## src/rtl/assert_macros.svh

```systemverilog
// Assertion helpers used by the RTL controller, hra_ctrl.
`ifndef ASSERT_MACROS_SVH
`define ASSERT_MACROS_SVH

`ifndef NO_ASSERTIONS

`define ASSERT_HOLDS(lbl, clk, rst, prop) \
  lbl: assert property (@(posedge clk) disable iff (rst) (prop)) \
    else $error("assertion failed");

`define ASSERT_NEXT(lbl, clk, rst, ante, cons) \
  lbl: assert property (@(posedge clk) disable iff (rst) (ante) |=> (cons)) \
    else $error("assertion failed");

`else

`define ASSERT_HOLDS(lbl, clk, rst, prop)

`define ASSERT_NEXT(lbl, clk, rst, ante, cons)

`endif

`endif

```

## src/rtl/hra_pkg.sv

```systemverilog
package hra_pkg;

  localparam int KEY_SLOTS_DEF = 6;
  localparam int REPORT_SLOTS  = 6;

  localparam logic [3:0] K_KEY_PRESS   = 4'd0;
  localparam logic [3:0] K_KEY_RELEASE = 4'd1;
  localparam logic [3:0] K_MOD_PRESS   = 4'd2;
  localparam logic [3:0] K_MOD_RELEASE = 4'd3;
  localparam logic [3:0] K_MOVE        = 4'd4;
  localparam logic [3:0] K_BTN_PRESS   = 4'd5;
  localparam logic [3:0] K_BTN_RELEASE = 4'd6;
  localparam logic [3:0] K_RELEASE_ALL = 4'd7;
  localparam logic [3:0] K_CONNECT     = 4'd8;
  localparam logic [3:0] K_DISCONNECT  = 4'd9;

  localparam logic [1:0] RID_KB = 2'd1;
  localparam logic [1:0] RID_MS = 2'd2;

  typedef enum logic [1:0] {
    S_IDLE,
    S_KB,
    S_MS
  } state_t;

  typedef struct packed {
    logic load;
    logic show_ms;
  } ctl_cmd_t;

  typedef struct packed {
    logic link_up;
    logic notify;
  } dp_status_t;

endpackage

```

## src/rtl/hra_ctrl.sv

```systemverilog
`include "assert_macros.svh"

module hra_ctrl (
  input  logic                clk,
  input  logic                rst,
  input  logic                in_valid,
  output logic                in_stall,
  input  logic [3:0]          kind,
  output logic                out_valid,
  input  logic                out_stall,
  output logic                last,
  output hra_pkg::ctl_cmd_t   cmd,
  input  hra_pkg::dp_status_t status
);
  import hra_pkg::*;

  state_t state, state_next;
  logic   two, two_next;
  logic   accept;

  always_ff @(posedge clk) begin
    if (rst) begin
      state <= S_IDLE;
      two   <= 1'b0;
    end else begin
      state <= state_next;
      two   <= two_next;
    end
  end

  always_comb begin
    state_next  = state;
    two_next    = two;
    in_stall    = 1'b1;
    out_valid   = 1'b0;
    last        = 1'b0;
    cmd.load    = 1'b0;
    cmd.show_ms = 1'b0;
    accept      = 1'b0;
    case (state)
      S_IDLE: begin
        in_stall = 1'b0;
        accept   = in_valid;
        cmd.load = in_valid;
        if (in_valid) begin
          two_next = 1'b0;
          if (kind inside {K_KEY_PRESS, K_KEY_RELEASE, K_MOD_PRESS, K_MOD_RELEASE}) begin
            if (status.link_up) state_next = S_KB;
          end else if (kind inside {K_MOVE, K_BTN_PRESS, K_BTN_RELEASE}) begin
            if (status.link_up && status.notify) state_next = S_MS;
          end else if (kind == K_RELEASE_ALL) begin
            if (status.link_up) begin
              state_next = S_KB;
              two_next   = status.notify;
            end
          end
        end
      end
      S_KB: begin
        out_valid = 1'b1;
        last      = !two;
        if (!out_stall) state_next = two ? S_MS : S_IDLE;
      end
      S_MS: begin
        out_valid   = 1'b1;
        last        = 1'b1;
        cmd.show_ms = 1'b1;
        if (!out_stall) state_next = S_IDLE;
      end
      default: state_next = S_IDLE;
    endcase
  end

  `ASSERT_HOLDS(a_no_accept_busy, clk, rst, !(out_valid && !in_stall))
  `ASSERT_HOLDS(a_ms_last, clk, rst, !(state == S_MS) || last)
  `ASSERT_NEXT(a_link_silent, clk, rst,
               accept && (kind == K_CONNECT || kind == K_DISCONNECT), !out_valid)
  `ASSERT_NEXT(a_pair_order, clk, rst,
               (state == S_KB) && two && !out_stall, (state == S_MS) && last)

endmodule

```

## src/rtl/hra_datapath.sv

```systemverilog
module hra_datapath #(
  parameter int KEY_SLOTS = hra_pkg::KEY_SLOTS_DEF
) (
  input  logic                clk,
  input  logic                rst,
  input  hra_pkg::ctl_cmd_t   cmd,
  output hra_pkg::dp_status_t status,
  input  logic [3:0]          kind,
  input  logic [7:0]          key_code,
  input  logic [7:0]          mod_mask,
  input  logic signed [7:0]   move_dx,
  input  logic signed [7:0]   move_dy,
  input  logic signed [7:0]   move_wheel,
  input  logic [7:0]          button_mask,
  input  logic                cfg_write,
  input  logic                cfg_data,
  output logic [1:0]          report_id,
  output logic [7:0]          report_modifiers,
  output logic [47:0]         report_keys,
  output logic [7:0]          report_buttons,
  output logic signed [7:0]   report_dx,
  output logic signed [7:0]   report_dy,
  output logic signed [7:0]   report_wheel
);
  import hra_pkg::*;

  localparam int IW    = (KEY_SLOTS > 1) ? $clog2(KEY_SLOTS) : 1;
  localparam int NSHOW = (KEY_SLOTS < REPORT_SLOTS) ? KEY_SLOTS : REPORT_SLOTS;

  logic [7:0]        slots [KEY_SLOTS];
  logic [7:0]        modifiers;
  logic              link_up;
  logic              notify;
  logic [7:0]        ms_buttons;
  logic signed [7:0] ms_dx, ms_dy, ms_wheel;

  logic              held, has_free;
  logic [IW-1:0]     free_idx;
  logic [47:0]       packed_keys;

  always_comb begin
    held     = 1'b0;
    has_free = 1'b0;
    free_idx = '0;
    for (int i = KEY_SLOTS - 1; i >= 0; i--) begin
      if (slots[i] == key_code) held = 1'b1;
      if (slots[i] == 8'h00) begin
        has_free = 1'b1;
        free_idx = IW'(i);
      end
    end
  end

  always_ff @(posedge clk) begin
    if (rst) begin
      for (int i = 0; i < KEY_SLOTS; i++) slots[i] <= 8'h00;
      modifiers <= 8'h00;
      link_up   <= 1'b0;
      notify    <= 1'b1;
    end else begin
      if (cfg_write) notify <= cfg_data;
      if (cmd.load) begin
        case (kind)
          K_KEY_PRESS: begin
            if (key_code != 8'h00 && !held && has_free) slots[free_idx] <= key_code;
          end
          K_KEY_RELEASE: begin
            for (int i = 0; i < KEY_SLOTS; i++)
              if (slots[i] == key_code) slots[i] <= 8'h00;
          end
          K_MOD_PRESS:   modifiers <= modifiers | mod_mask;
          K_MOD_RELEASE: modifiers <= modifiers & ~mod_mask;
          K_RELEASE_ALL: begin
            for (int i = 0; i < KEY_SLOTS; i++) slots[i] <= 8'h00;
            modifiers <= 8'h00;
          end
          K_CONNECT: link_up <= 1'b1;
          K_DISCONNECT: begin
            link_up <= 1'b0;
            for (int i = 0; i < KEY_SLOTS; i++) slots[i] <= 8'h00;
            modifiers <= 8'h00;
          end
          default: ;
        endcase
      end
    end
  end

  // one-shot mouse payload, captured per item
  always_ff @(posedge clk) begin
    if (cmd.load) begin
      ms_buttons <= (kind == K_BTN_PRESS) ? button_mask : 8'h00;
      ms_dx      <= (kind == K_MOVE) ? move_dx : 8'sh00;
      ms_dy      <= (kind == K_MOVE) ? move_dy : 8'sh00;
      ms_wheel   <= (kind == K_MOVE) ? move_wheel : 8'sh00;
    end
  end

  always_comb begin
    packed_keys = '0;
    for (int i = 0; i < NSHOW; i++) packed_keys[8*i +: 8] = slots[i];
  end

  assign status.link_up = link_up;
  assign status.notify  = notify;

  always_comb begin
    if (cmd.show_ms) begin
      report_id        = RID_MS;
      report_modifiers = 8'h00;
      report_keys      = '0;
      report_buttons   = ms_buttons;
      report_dx        = ms_dx;
      report_dy        = ms_dy;
      report_wheel     = ms_wheel;
    end else begin
      report_id        = RID_KB;
      report_modifiers = modifiers;
      report_keys      = packed_keys;
      report_buttons   = 8'h00;
      report_dx        = 8'sh00;
      report_dy        = 8'sh00;
      report_wheel     = 8'sh00;
    end
  end

endmodule

```

## src/rtl/hid_report_assembler_unit.sv

```systemverilog
// An item is taken while the controller is idle; its first report is valid the next cycle.
// Throughput: one item every cycle when it makes no report; else the controller
// holds input while the item's N reports (N up to 2) drain.
// Reset (rst, synchronous, active high): key slots and modifiers cleared,
// link down, mouse notify set, no report pending.
module hid_report_assembler_unit #(
  parameter int KEY_SLOTS = hra_pkg::KEY_SLOTS_DEF
) (
  input  logic              clk,
  input  logic              rst,
  input  logic              in_valid,
  output logic              in_stall,
  input  logic [3:0]        kind,
  input  logic [7:0]        key_code,
  input  logic [7:0]        mod_mask,
  input  logic signed [7:0] move_dx,
  input  logic signed [7:0] move_dy,
  input  logic signed [7:0] move_wheel,
  input  logic [7:0]        button_mask,
  input  logic              cfg_valid,
  output logic              cfg_ready,
  input  logic              cfg_data,
  output logic              out_valid,
  input  logic              out_stall,
  output logic [1:0]        report_id,
  output logic [7:0]        report_modifiers,
  output logic [47:0]       report_keys,
  output logic [7:0]        report_buttons,
  output logic signed [7:0] report_dx,
  output logic signed [7:0] report_dy,
  output logic signed [7:0] report_wheel,
  output logic              last
);
  import hra_pkg::*;

  ctl_cmd_t   cmd;
  dp_status_t status;

  assign cfg_ready = 1'b1;

  hra_ctrl u_ctrl (
    .clk       (clk),
    .rst       (rst),
    .in_valid  (in_valid),
    .in_stall  (in_stall),
    .kind      (kind),
    .out_valid (out_valid),
    .out_stall (out_stall),
    .last      (last),
    .cmd       (cmd),
    .status    (status)
  );

  hra_datapath #(
    .KEY_SLOTS (KEY_SLOTS)
  ) u_datapath (
    .clk              (clk),
    .rst              (rst),
    .cmd              (cmd),
    .status           (status),
    .kind             (kind),
    .key_code         (key_code),
    .mod_mask         (mod_mask),
    .move_dx          (move_dx),
    .move_dy          (move_dy),
    .move_wheel       (move_wheel),
    .button_mask      (button_mask),
    .cfg_write        (cfg_valid && cfg_ready),
    .cfg_data         (cfg_data),
    .report_id        (report_id),
    .report_modifiers (report_modifiers),
    .report_keys      (report_keys),
    .report_buttons   (report_buttons),
    .report_dx        (report_dx),
    .report_dy        (report_dy),
    .report_wheel     (report_wheel)
  );

endmodule

```

## config.mk

```make
export PLATFORM = sky130hd
export DESIGN_NAME = hid_report_assembler_unit
export DESIGN_NICKNAME = d
export VERILOG_FILES = /design/src/rtl/hra_pkg.sv /design/src/rtl/hra_ctrl.sv /design/src/rtl/hra_datapath.sv /design/src/rtl/hid_report_assembler_unit.sv
export VERILOG_INCLUDE_DIRS = /design/src /design/src/rtl
export SDC_FILE = /design/constraint.sdc
export NUM_CORES = 1
export LEC_CHECK = 0
export BUFFER_PORTS_ARGS = -buffer_cell sky130_fd_sc_hd__buf_2
export CAP_MARGIN = 20
export CORE_ASPECT_RATIO = 1.4
export CORE_UTILIZATION = 36
export DETAILED_ROUTE_END_ITERATION = 10
export PLACE_DENSITY = 0.64
export SLEW_MARGIN = 20
export SYNTH_ARGS = -nofsm -noshare
export SYNTH_HDL_FRONTEND = slang
export SYNTH_SLANG_ARGS = --single-unit
```

## constraint.sdc

```tcl
create_clock -name clk -period 2.8 [get_ports clk]
set_clock_uncertainty 0.15 [all_clocks]
set_input_delay 0.28 -clock clk [delete_from_list [all_inputs] [get_ports clk]]
set_output_delay 0.28 -clock clk [all_outputs]
set_load 0.01 [all_outputs]
```

==> metrics.md <==
| Metric | Value |
|---|---|
| Outcome | `completed` |
| Clock buffer depth | `2` |
| Mapped Area | `5260 sq um` |
| Post-synth top area share | `between 40 and 50%` |
| Nets@finish | `around 730` |
| Total Routing Usage GR | `roughly 18%` |
| CP max stage cell | `nor4_1` |
| DR iter-0 viols | `roughly 170` |
| Sw power | `roughly 0.76 mW` |
| Slew headroom | `52.1%` |
| Layout area overhead | `26.1%` |
| Final Hold Fails | `0` |
| Setup crit end kind | `flip-flop` |
| Required @ worst endpoint | `2.76 ns` |
| DRC viols | `0` |
| TritonCTS clock tree | `done` |
| Worst slew pin tran | `around 0.72 ns` |
| DP Worst Slack | `about 0.047 ns` |
| Most common cell in the netlist | `edfxtp_1` |
| Peak per-stage delay on the critical path | `0.38 ns` |
| Setup TNS | `0 ns` |
| Leading cell types by count after synthesis | `edfxtp_1, and2_1, nor2b_1` |
| Sw frac | `a little under a quarter` |
| First-pass GRT wire length | `between 20 and 25 mm` |
| Final Cycle Share | `between 90% and 100%` |
| Hold Path Class | `input pin to flip-flop` |
| Max Slew Vio Count | `0` |
| Setup WS post-layout | `0.201 ns` |
| CTS H-Tree Depth | `3` |
| Crit path kind | `flip-flop to flip-flop` |
| Int Power | `roughly 2.4 mW` |
| Fillers | `between 1000 and 1500` |
| Delay-heaviest family, CP | `simple AND/OR/NAND/NOR gates` |
| Largest net degree at the start of global routing | `41` |
| Synth top area cells | `edfxtp_1, and2_1, nor2b_1` |
| Max-cap violations | `0` |
| Final core utilization | `between 40 and 50%` |
| WHS | `roughly 0.026 ns` |
| Initial antenna violation count | `0` |
| Post-DP HPWL | `approximately 10 mm` |
| F_max | `approximately 0.38 GHz` |
| Worst-path fanout max | `16` |
| Cells after Synth | `slightly above 500` |
| CP arrival | `between 2 and 3 ns` |
| Die width | `104 microns` |
| IO Count | `152` |
| Crit start category | `flip-flop` |
| Buf+Inv Stages, Crit Path | `2` |
| Total CTS buffers | `9` |
| # rows | `slightly above 50` |
| Flop and latch count out of synthesis | `slightly above 90` |
| Endpoints failing setup | `0` |
| Power Dens Cells | `480 nW/um^2` |
| Minimum clock period | `~2.6 ns` |
| Core area | `14100 sq um` |
| Post-synth EDFFs | `80` |
| Ys async rst share | `0%` |
| Total gr overflow | `0` |
| Yosys warns | `0` |
| Final WL | `13.8 mm` |
| Synthesized Nets | `approximately 570` |
| Initial core utilization | `a little under two fifths` |
| Area leader, netlist | `edfxtp_1` |
| Count of different cell masters after synthesis | `between 40 and 50` |
| Clock Pin Slew Worst Setup and Hold Paths | `~0.060 ns` |
| RSZ-0062 raised after global routing | `false` |
| Initial DRT Pass Iterations | `5` |
| Crit path cell chain | `inv_1, ha_2, nand2_2, nor4_4, nand3_2, nor4_4, nand3_2, buf_4, nor4_1` |
| Max VDD drop | `about 0.25 mV` |
| Vias in the first global route | `4361` |
| Antenna cells | `0` |
| Share of cells above drive strength 1 | `approximately a third` |
| Primary FF master, synth | `edfxtp_1` |
| Clock network power share | `36.9%` |
| Avg Inst Size Synth | `around 10 sq um` |
| Routability cong. | `just under 0.9` |
| Clock root cell | `clkbuf_16` |
| Comb pwr share | `12.8%` |
| Vias | `roughly 4400` |
| Clock Sinks | `93` |
| Die height | `roughly 150 microns` |
| Sequential share of the synthesized area | `roughly half` |
| Via density | `5.13` |
| Remaining antenna violation count | `0` |
| Die area | `15100 sq um` |
| Seq pwr share | `between 50% and 60%` |
| WL/cell | `about 16 microns` |
| Port Buffers | `150` |
| Total leakage power | `2.70 nW` |
| Clk_lat worst skew | `about 0.33 ns` |
==> worst reg2reg max path, cell delays in order, from the launching register on <==
cell and delay, ns:
dfxtp_1 0.33, inv_1 0.09, ha_2 0.22, nand2_2 0.12
nor4_4 0.18, nand3_2 0.12, nor4_4 0.27, nand3_2 0.26
buf_4 0.26, nor4_1 0.38
==> registers in the layout (all words and copies together), names as in the netlist <==
signal / cells
u_datapath.modifiers: 8
u_datapath.ms_wheel: 8
u_datapath.link_up: 1
u_ctrl.state: 2
u_ctrl.two: 1
u_datapath.ms_buttons: 8
u_datapath.slots: 48
u_datapath.ms_dy: 8
u_datapath.ms_dx: 8
u_datapath.notify: 1
==> layout make-up <==
cell class	instances	area (sq um)	share of cell area, %
Multi-Input combinational cell	366	2410	36.4
Clock buffer	12	236	3.57
Timing Repair Buffer	181	986	14.9
Tap cell	185	231	3.49
Sequential cell	93	2660	40.1
Inverter	14	52.6	0.792
Clock inverter	4	48.8	0.736
==> placed cells by master, fill, tap and decap left out, types with 16 or more instances in the layout <==
master and n:
a21oi_1 17, and2_1 66, buf_2 150, buf_4 30, edfxtp_1 80, nand2_1 28
nor2_1 20, nor2b_1 60, nor3_1 16, nor4_1 39, xnor2_1 40
==> cells by family (layout without fill, tap and decap cells) <==
family	after synthesis	count (layout)	synth area share (%)
compound gates	45	45	5.00
xor+xnor	48	48	7.99
fa+ha+maj	3	3	0.714
buf+inv	50	211	4.50
flops	93	93	50.6
other cells	1	1	0.0713
simple gates	268	269	31.1
==> what timing repair did <==
| action | CTS | global route |
|---|---|---|
| setup buffers | 0 | 6 |
| hold buffers | 1 | 0 |
| gates resized for setup | 0 | 4 |
| hold endpoints to repair | 1 | 0 |
| endpoints found under the setup margin | 0 | 60 |
==> metrics by stage <==
step	std cells	cell area, sq um	power (mW)
after floorplan	508	5270	1.87
after global placement	831	6250	2.02
after detailed placement	831	6250	2.03
after CTS	848	6550	3.21
after global routing	855	6630	3.32
final	855	6630	3.18
==> metal layers <==
| metal | track usage [%] | routed length, microns |
|---|---|---|
| met1 | 19.8 | 5170 |
| met2 | 31.2 | 6900 |
| met3 | 5.12 | 1170 |
| met4 | 9.36 | 512 |
| met5 | 0 | 0 |
==> power groups by stage <==
| stage | Clock, mW | Sequential [mW] | Combinational (mW) |
|---|---|---|---|
| 2_1_floorplan | 0 | 1.62 | 0.249 |
| 3_3_place_gp | 0 | 1.63 | 0.392 |
| 3_5_place_dp | 0 | 1.63 | 0.399 |
| 4_1_cts | 1.20 | 1.60 | 0.402 |
| 5_1_grt | 1.27 | 1.61 | 0.441 |
| 6_report | 1.17 | 1.60 | 0.406 |
==> worst paths after layout <==
kind | startpoint | end | slack, ns | depth (start not counted)
hold reg to reg | u_datapath.modifiers[3] | u_datapath.modifiers[3] | 0.32 | 2
hold / removal | cfg_valid | u_datapath.notify | 0.03 | 2
setup / recovery | u_ctrl.state[0] | u_datapath.slots[5][1] | 0.20 | 9
setup reg to reg | u_ctrl.state[0] | u_datapath.slots[5][1] | 0.20 | 9
Power figures use the tool's default switching activity.
